## config.mk

```make
export PLATFORM = sky130hd
export DESIGN_NAME = mbc_ctrl
export DESIGN_NICKNAME = d
export VERILOG_FILES = /design/src/rtl/mbc_pkg.sv /design/src/rtl/mbc_ctrl.sv
export SDC_FILE = /design/constraint.sdc
export NUM_CORES = 1
export LEC_CHECK = 0
export BUFFER_PORTS_ARGS = -buffer_cell sky130_fd_sc_hd__buf_2
export CORE_AREA = 2 2 39 41
export DETAILED_ROUTE_END_ITERATION = 10
export DIE_AREA = 0 0 41 43
export GPL_TIMING_DRIVEN = 0
export PLACE_DENSITY = 0.67
export SKIP_LAST_GASP = 1
export SLEW_MARGIN = 20
export SYNTH_ARGS = -nofsm -noshare
export SYNTH_HDL_FRONTEND = slang
export SYNTH_SLANG_ARGS = --single-unit
```

## constraint.sdc

```tcl
create_clock -name clock -period 2 [get_ports clock]
set_clock_uncertainty 0.05 [all_clocks]
set_input_delay 0.1 -clock clock [delete_from_list [all_inputs] [get_ports clock]]
set_output_delay 0.1 -clock clock [all_outputs]
set_load 0.01 [all_outputs]
```

## src/rtl/mbc_pkg.sv

```systemverilog
// Shared types, codes and the direction-order table of the maze carver.
package mbc_pkg;

   localparam logic [2:0] ST_STARTED     = 3'd0;
   localparam logic [2:0] ST_CARVED      = 3'd1;
   localparam logic [2:0] ST_BACKTRACKED = 3'd2;
   localparam logic [2:0] ST_FINISHED    = 3'd3;
   localparam logic [2:0] ST_IGNORED     = 3'd4;

   localparam logic [1:0] DIR_LEFT  = 2'd0;
   localparam logic [1:0] DIR_UP    = 2'd1;
   localparam logic [1:0] DIR_RIGHT = 2'd2;
   localparam logic [1:0] DIR_DOWN  = 2'd3;

   localparam logic REQ_START = 1'b0;
   localparam logic REQ_STEP  = 1'b1;

   localparam logic REG_GRID_WIDTH  = 1'b0;
   localparam logic REG_GRID_HEIGHT = 1'b1;

   localparam logic [6:0] SIZE_RESET = 7'd64;
   localparam int unsigned NUM_ORDERS = 24;

   typedef struct packed {
      logic accept;
      logic clear_start;
      logic clear_step;
      logic start_write;
      logic stk_rd;
      logic load_frame;
      logic scan;
      logic grid_rd;
      logic carve_a;
      logic carve_b;
      logic pop;
      logic res_ignored;
      logic res_finished;
      logic res_back;
      logic emit;
   } cmd_type;

   typedef struct packed {
      logic is_start;
      logic active;
      logic full;
      logic clear_done;
      logic slot_done;
      logic dir_ok;
      logic cell_free;
      logic sp_zero;
      logic out_free;
   } stat_type;

   function automatic logic [7:0] dir_order(input logic [4:0] idx);
      logic [7:0] r;
      unique case (idx)
         5'd0:  r = 8'h1B;  5'd1:  r = 8'h1E;  5'd2:  r = 8'h27;  5'd3:  r = 8'h2D;
         5'd4:  r = 8'h36;  5'd5:  r = 8'h39;  5'd6:  r = 8'h4B;  5'd7:  r = 8'h4E;
         5'd8:  r = 8'h63;  5'd9:  r = 8'h6C;  5'd10: r = 8'h72;  5'd11: r = 8'h78;
         5'd12: r = 8'h87;  5'd13: r = 8'h8D;  5'd14: r = 8'h93;  5'd15: r = 8'h9C;
         5'd16: r = 8'hB1;  5'd17: r = 8'hB4;  5'd18: r = 8'hC6;  5'd19: r = 8'hC9;
         5'd20: r = 8'hD2;  5'd21: r = 8'hD8;  5'd22: r = 8'hE1;  5'd23: r = 8'hE4;
         default: r = 8'h1B;
      endcase
      return r;
   endfunction

endpackage

```

## src/rtl/mbc_ctrl.sv

```systemverilog
// Sequencer of the maze carver: decodes items and steps the datapath.
module mbc_ctrl (
   input  logic              clock,
   input  logic              reset,
   input  logic              req_valid,
   output logic              req_stall,
   input  mbc_pkg::stat_type stat,
   output mbc_pkg::cmd_type  cmd
);

   typedef enum logic [3:0] {
      S_IDLE, S_DECODE, S_CLEAR, S_START_WR, S_FRM_WAIT, S_SCAN,
      S_CHECK, S_CARVE_B, S_POP_CHK, S_BACK_WAIT, S_RESULT
   } state_type;

   state_type state_ff, state_in;

   assign req_stall = (state_ff != S_IDLE);

   always_comb begin
      cmd      = '0;
      state_in = state_ff;
      unique case (state_ff)
         S_IDLE: begin
            if (req_valid) begin
               cmd.accept = 1'b1;
               state_in   = S_DECODE;
            end
         end
         S_DECODE: begin
            priority if (stat.is_start) begin
               cmd.clear_start = 1'b1;
               state_in        = S_CLEAR;
            end else if (!stat.active) begin
               cmd.res_ignored = 1'b1;
               state_in        = S_RESULT;
            end else if (stat.full) begin
               cmd.pop  = 1'b1;
               state_in = S_POP_CHK;
            end else begin
               cmd.stk_rd = 1'b1;
               state_in   = S_FRM_WAIT;
            end
         end
         S_CLEAR: begin
            cmd.clear_step = 1'b1;
            if (stat.clear_done) state_in = S_START_WR;
         end
         S_START_WR: begin
            cmd.start_write = 1'b1;
            state_in        = S_RESULT;
         end
         S_FRM_WAIT: begin
            cmd.load_frame = 1'b1;
            state_in       = S_SCAN;
         end
         S_SCAN: begin
            if (stat.slot_done) begin
               cmd.pop  = 1'b1;
               state_in = S_POP_CHK;
            end else begin
               cmd.scan = 1'b1;
               if (stat.dir_ok) begin
                  cmd.grid_rd = 1'b1;
                  state_in    = S_CHECK;
               end
            end
         end
         S_CHECK: begin
            if (stat.cell_free) begin
               cmd.carve_a = 1'b1;
               state_in    = S_CARVE_B;
            end else begin
               state_in = S_SCAN;
            end
         end
         S_CARVE_B: begin
            cmd.carve_b = 1'b1;
            state_in    = S_RESULT;
         end
         S_POP_CHK: begin
            if (stat.sp_zero) begin
               cmd.res_finished = 1'b1;
               state_in         = S_RESULT;
            end else begin
               cmd.stk_rd = 1'b1;
               state_in   = S_BACK_WAIT;
            end
         end
         S_BACK_WAIT: begin
            cmd.res_back = 1'b1;
            state_in     = S_RESULT;
         end
         S_RESULT: begin
            if (stat.out_free) begin
               cmd.emit = 1'b1;
               state_in = S_IDLE;
            end
         end
         default: state_in = S_IDLE;
      endcase
   end

   always_ff @(posedge clock) begin
      if (reset) begin
         state_ff <= S_IDLE;
      end else begin
         state_ff <= state_in;
      end
   end

endmodule

```

==> impl_results.md, run 1 <==
- CTS tree: built
- CTS H-tree depth: 1
- RSZ-0062 raised after global routing: false
- Core area: 1380 sq um
- Hold_sp: reset
- N_diodes: 0
- Fillers: 154
- Worst Setup End Kind: output port
- Synth Net Count: 78
- Leakage: 0.000325 uW
- Post-DP HPWL: 1.02 mm
- Final-report hold violation count: 0
- Worst-margin pin slew: 373 ps
- Depth of the worst hold-timing path: 2
- Total vias in the final route: 598
- CTS sink count: 4
- Pin count of the biggest net entering global routing: 11
- Final GP Congestion: 0.747
- Area grow syn2layout: 37.6%
- Hold Buf Count CTS: 0
- TritonCTS Buffers: 3
- Syn Std Cell Area: 473 sq um
- IO Port Bufs: 27
- Largest registers: state_ff (4)
- Vias in the first global route: 442
- Setup Viol. Count Final: 0
- First drt pass iteration count: 4
- Overflow left after global routing: 0
- Synth Area per Inst: 7.17 sq um
- Die height: 43 um
- GRT Total Usage: 0.144
- Fmax achieved: 0.581 GHz
- Synth Warn #: 0
- Worst r2r path cells: 4
- Synth top area cells: dfxtp_1 (17%), nand2b_1 (7.9%), nor3_1 (6.3%)
- Post-CTS Setup Bufs: 0
- Initial DRC Count: 10
- Synth top area share: 0.169
- Worst setup SP type: flip-flop
- CTS root buffer: clkbuf_4
- Num ports: 28
- Routed len/inst: 11.3 um
- Min-Delay Endpoint: state_ff[3]$_SDFFE_PP0P_
- Final non-filler cell total: 112
- Post-synth cell types: 29
- Max FFs per register: 4
- Synth area leader: dfxtp_1
- Worst-skew pair later-pin latency: 230 ps
- Total detailed-routing wirelength: 1.27 mm
- Initial core utilization: 0.342
- Slew Limit Fails: 0
- CTS clk-pin slew, worst paths: 40 ps
- Reg-to-reg endpoint: state_ff[1]$_SDFFE_PP0P_
- Most frequent cells in the layout: buf_2 (29), nand2b_1 (6), nor3_1 (6), a21oi_1 (5)
- Commonest non-fill, non-tap cell in the layout: buf_2
- Row cnt: 14
- Run status: finished clean
- Final Power: 740 uW
- Power per standard cell area: 1140 nW/um^2
- R2R setup slack: 460 ps
- DRT antenna net count: 0
- PostCTS Resize Cnt: 0
- Hold crit path type: primary input to flip-flop
- Synth Register Bits: 4
- Final net count: 110
- Reg-to-reg critical path startpoint: state_ff[3]$_SDFFE_PP0P_
- Data required, critical path: 1850 ps
- Critical Path AT: 1570 ps
- WHS: 34.3 ps
- Most flops, register: state_ff
- Fin crit period: 1720 ps
- Die Width: 41 um
- Initial antenna violation count: 0
- Post-synth EDFFs: 0
- FFs w/ async S/R, synth: 0
- Slew headroom: 0.751
- Share of layout cells above drive strength 1: 0.385
- Post-Synthesis Cells: 66
- Top FF cell, synth: dfxtp_1
- First-pass GRT wire length: 1.74 mm
- Routed vias/inst: 5.34
- CP max FO: 7
- Setup TNS: 0 ps
- Deepest clock path buffer count: 2
- DP Cell Count: 109
- Number of max-cap violations: 0
- Peak supply drop: 0.632 mV
- Fin crit share: 0.861
- Die Area: 1760 sq um
- Register area share after synthesis: 0.169
- Crit Path Class: flip-flop to output port
- Drc violations: 0
cell usage after synthesis, drive strengths merged, types with 2 or more instances:
cell type  number
nor2            4
nor3            6
buf             3
dfxtp           4
nand2           2
inv             4
nor2b           3
o21ai           3
nor4            4
nand2b          6
clkbuf          2
and3            2
nor4b           3
a21oi           5
mux2            2
and2            3
cell families (layout without fill, tap and decap cells):
group / after synthesis / count (layout) / share of synthesized area
simple gates: 37 / 37 / 0.474
compound gates: 14 / 14 / 0.209
buf+inv: 9 / 39 / 0.0926
flops: 4 / 4 / 0.169
mux: 2 / 2 / 0.0555
power breakdown:
group / internal, uW / switching, uW
Sequential: 110 / 26.9
Combinational: 219 / 290
Clock: 66.8 / 27.9
per-stage QoR:
| stage | worst slack [ps] | util | area (sq um) |
|---|---|---|---|
| 2_1_floorplan | 565 | - | 473 |
| 3_3_place_gp | 469 | 0.454 | 628 |
| 3_5_place_dp | 464 | 0.454 | 628 |
| 4_1_cts | 280 | 0.470 | 651 |
| 5_1_grt | 175 | 0.470 | 651 |
| 6_report | 279 | 0.470 | 651 |
how the worst max path moves through the flow:
stage,startpoint,endpoint
2_1_floorplan,state_ff[3]$_SDFFE_PP0P_,state_ff[1]$_SDFFE_PP0P_
3_5_place_dp,state_ff[3]$_SDFFE_PP0P_,state_ff[1]$_SDFFE_PP0P_
5_1_grt,state_ff[3]$_SDFFE_PP0P_,cmd[10]
6_report,state_ff[1]$_SDFFE_PP0P_,cmd[4]
4_1_cts,state_ff[1]$_SDFFE_PP0P_,cmd[4]
3_3_place_gp,state_ff[3]$_SDFFE_PP0P_,state_ff[1]$_SDFFE_PP0P_
final cells by class:
type	count	area [sq um]	share of cell area
tap	16	20.0	0.0308
clock buffer	3	22.5	0.0346
multi-input combinational	53	349	0.537
timing repair buffer	27	135	0.208
sequential	4	80.1	0.123
inverter	4	15.0	0.0231
buffer	5	28.8	0.0442
critical path, stage by stage, from the launching register on:
cell,delay [ps]
dfxtp_1,300
buf_6,120
nand2b_1,240
nor4_2,290
nand3_1,150
o31ai_1,80
buf_2,160
metal layers:
layer	up-vias	global-route usage	wire length, um
met1	263	0.179	578
met2	29	0.228	568
met5	-	0	0
met4	0	0.0800	0
li1	306	-	-
met3	0	0.0157	123
Note: power is estimated with default switching activity, not from simulation.
==> run 2, diff against run 1 <==
--- a/config.mk
+++ b/config.mk
@@ -10,7 +10,7 @@
 export DETAILED_ROUTE_END_ITERATION = 10
 export DIE_AREA = 0 0 41 43
 export GPL_TIMING_DRIVEN = 0
-export PLACE_DENSITY = 0.67
+export PLACE_DENSITY = 0.68
 export SKIP_LAST_GASP = 1
 export SLEW_MARGIN = 20
 export SYNTH_ARGS = -nofsm -noshare
==> run 2 against run 1 <==
Combinational power about the same. Register-to-register slack worse by 30 ps. Largest power group unchanged. Largest cell class unchanged. First-iteration DRC count fell by 40%. Critical path type unchanged. Sequential cell count did not move.
==> impl_results.md, run 2 (synthesis gave the netlist of run 1 again) <==
- Pin count of the biggest net entering global routing: 11 (unchanged)
- Worst Setup End Kind: output port (unchanged)
- TritonCTS Buffers: 3 (unchanged)
- Deepest clock path buffer count: 2 (unchanged)
- Run status: finished clean (unchanged)
- CTS clk-pin slew, worst paths: 40 ps (about the same)
- PostCTS Resize Cnt: 0 (unchanged)
- CP max FO: 10 (was 7)
- FF+latch area: 80.1 sq um (unchanged)
- Hold Buf Count CTS: 0 (unchanged)
- Total vias in the final route: 594 (was 598)
- Power per standard cell area: 1150 nW/um^2 (was 1140 nW/um^2)
- Fin crit share: 0.878 (was 0.861)
- Overflow left after global routing: 0 (unchanged)
- Die height: 43 um (unchanged)
- Fmax achieved: 0.569 GHz (was 0.581 GHz)
- Crit Path Class: flip-flop to output port (unchanged)
- WL met2: 605 um (was 568 um)
- Design Area, Final: 651 sq um (unchanged)
- Vias in the first global route: 494 (was 442)
- Final net count: 110 (unchanged)
- Initial DRC Count: 6 (was 10)
- IO Port Bufs: 27 (unchanged)
- Final-report hold violation count: 0 (unchanged)
- Slew Limit Fails: 0 (unchanged)
- Setup Viol. Count Final: 0 (unchanged)
- Depth of the worst hold-timing path: 2 (unchanged)
- Max FFs per register: 4 (unchanged)
- Worst r2r path cells: 4 (unchanged)
- Num ports: 28 (unchanged)
- Critical Path AT: 1610 ps (was 1570 ps)
- First drt pass iteration count: 4 (unchanged)
- Initial antenna violation count: 0 (unchanged)
- Worst-skew pair later-pin latency: 240 ps (was 230 ps)
- Routed len/inst: 11.3 um (about the same)
- Area grow syn2layout: 37.6% (unchanged)
- Number of max-cap violations: 0 (unchanged)
- CTS root buffer: clkbuf_4 (unchanged)
- CTS sink count: 4 (unchanged)
- Drc violations: 0 (unchanged)
- CTS H-tree depth: 1 (unchanged)
- Worst setup SP type: flip-flop (unchanged)
- WL met3: 72 um (was 123 um)
- First-pass GRT wire length: 1.94 mm (was 1.74 mm)
- Largest registers: state_ff (4) (unchanged)
- Slew headroom: 0.739 (was 0.751)
- RSZ-0062 raised after global routing: false (unchanged)
- Post-DP HPWL: 1.02 mm (about the same)
- GRT Total Usage: 0.155 (was 0.144)
- Initial core utilization: 0.342 (unchanged)
- Area of the multi-input gates: 349 sq um (unchanged)
- Leakage: 0.000325 uW (unchanged)
- Final GP Congestion: 0.718 (was 0.747)
- Data required, critical path: 1850 ps (about the same)
- Row cnt: 14 (unchanged)
- Routed vias/inst: 5.30 (was 5.34)
- Hold crit path type: primary input to flip-flop (unchanged)
- Die Area: 1760 sq um (unchanged)
- N_diodes: 0 (unchanged)
- DRT antenna net count: 0 (unchanged)
- Total detailed-routing wirelength: 1.26 mm (was 1.27 mm)
- Die Width: 41 um (unchanged)
- Share of layout cells above drive strength 1: 0.385 (unchanged)
- Fillers: 150 (was 154)
- Core area: 1380 sq um (unchanged)
- Worst-margin pin slew: 387 ps (was 373 ps)
- Fin crit period: 1760 ps (was 1720 ps)
- Highest Signal Layer: met4 (was met3)
- Setup TNS: 0 ps (unchanged)
- Commonest non-fill, non-tap cell in the layout: buf_2 (unchanged)
- Most frequent cells in the layout: buf_2 (29), nand2b_1 (6), nor3_1 (6), a21oi_1 (5) (unchanged)
- Post-CTS Setup Bufs: 0 (unchanged)
- Peak supply drop: 0.570 mV (was 0.632 mV)
- Placed standard-cell area: 628 sq um (unchanged)
- Most flops, register: state_ff (unchanged)
- CTS tree: built (unchanged)
- WL met1: 564 um (was 578 um)
[run 2: cell counts in the layout (fill, tap and decap cells not counted)]
Identical to the previous run, type by type.
[run 2: final cells by class]
type,count,area share
Multi-Input combinational cell,53,0.537
Timing Repair Buffer,27,0.208
Sequential cell,4,0.123
Buffer,5,0.0442
Clock buffer,3,0.0346
Tap cell,16,0.0308
Inverter,4,0.0231
[run 2: per-stage QoR]
step	power [uW]	setup WS [ps]	util	instances	hold WS, ps
floorplan	505	565	-	66	119
global placement	642	457	0.454	109	271
detailed placement	648	440	0.454	109	272
CTS	750	242	0.470	112	22.8
global route	814	71.6	0.470	112	31.4
finish	746	244	0.470	112	30.6
[run 2: per-layer routing]
| metal | track usage | up-vias |
|---|---|---|
| met4 | 0.0600 | 0 |
| li1 | - | 304 |
| met3 | 0 | 2 |
| met2 | 0.250 | 20 |
| met1 | 0.209 | 268 |
| met5 | 0 | - |
[run 2: worst max-delay path: stages (launching register included)]
cell,delay [ps]
dfxtp_1,400
buf_2,250
nand2b_1,120
nor4_1,310
nand2b_1,160
buf_2,120
[run 2: where the power goes]
part	total, uW	switching [uW]	internal, uW	leakage (uW)
clock network	99.6	32.6	67.1	0.0000138
logic	508	289	219	0.000279
registers	139	28.7	110	0.0000328
[run 2: worst paths after layout]
kind / slack [ps] / start / to
worst max-delay path: 240 / state_ff[3]$_SDFFE_PP0P_ / cmd[10]
worst min-delay path: 30 / reset / state_ff[3]$_SDFFE_PP0P_
worst max register to register: 430 / state_ff[3]$_SDFFE_PP0P_ / state_ff[1]$_SDFFE_PP0P_
worst min register to register: 640 / state_ff[2]$_SDFFE_PP0P_ / state_ff[2]$_SDFFE_PP0P_
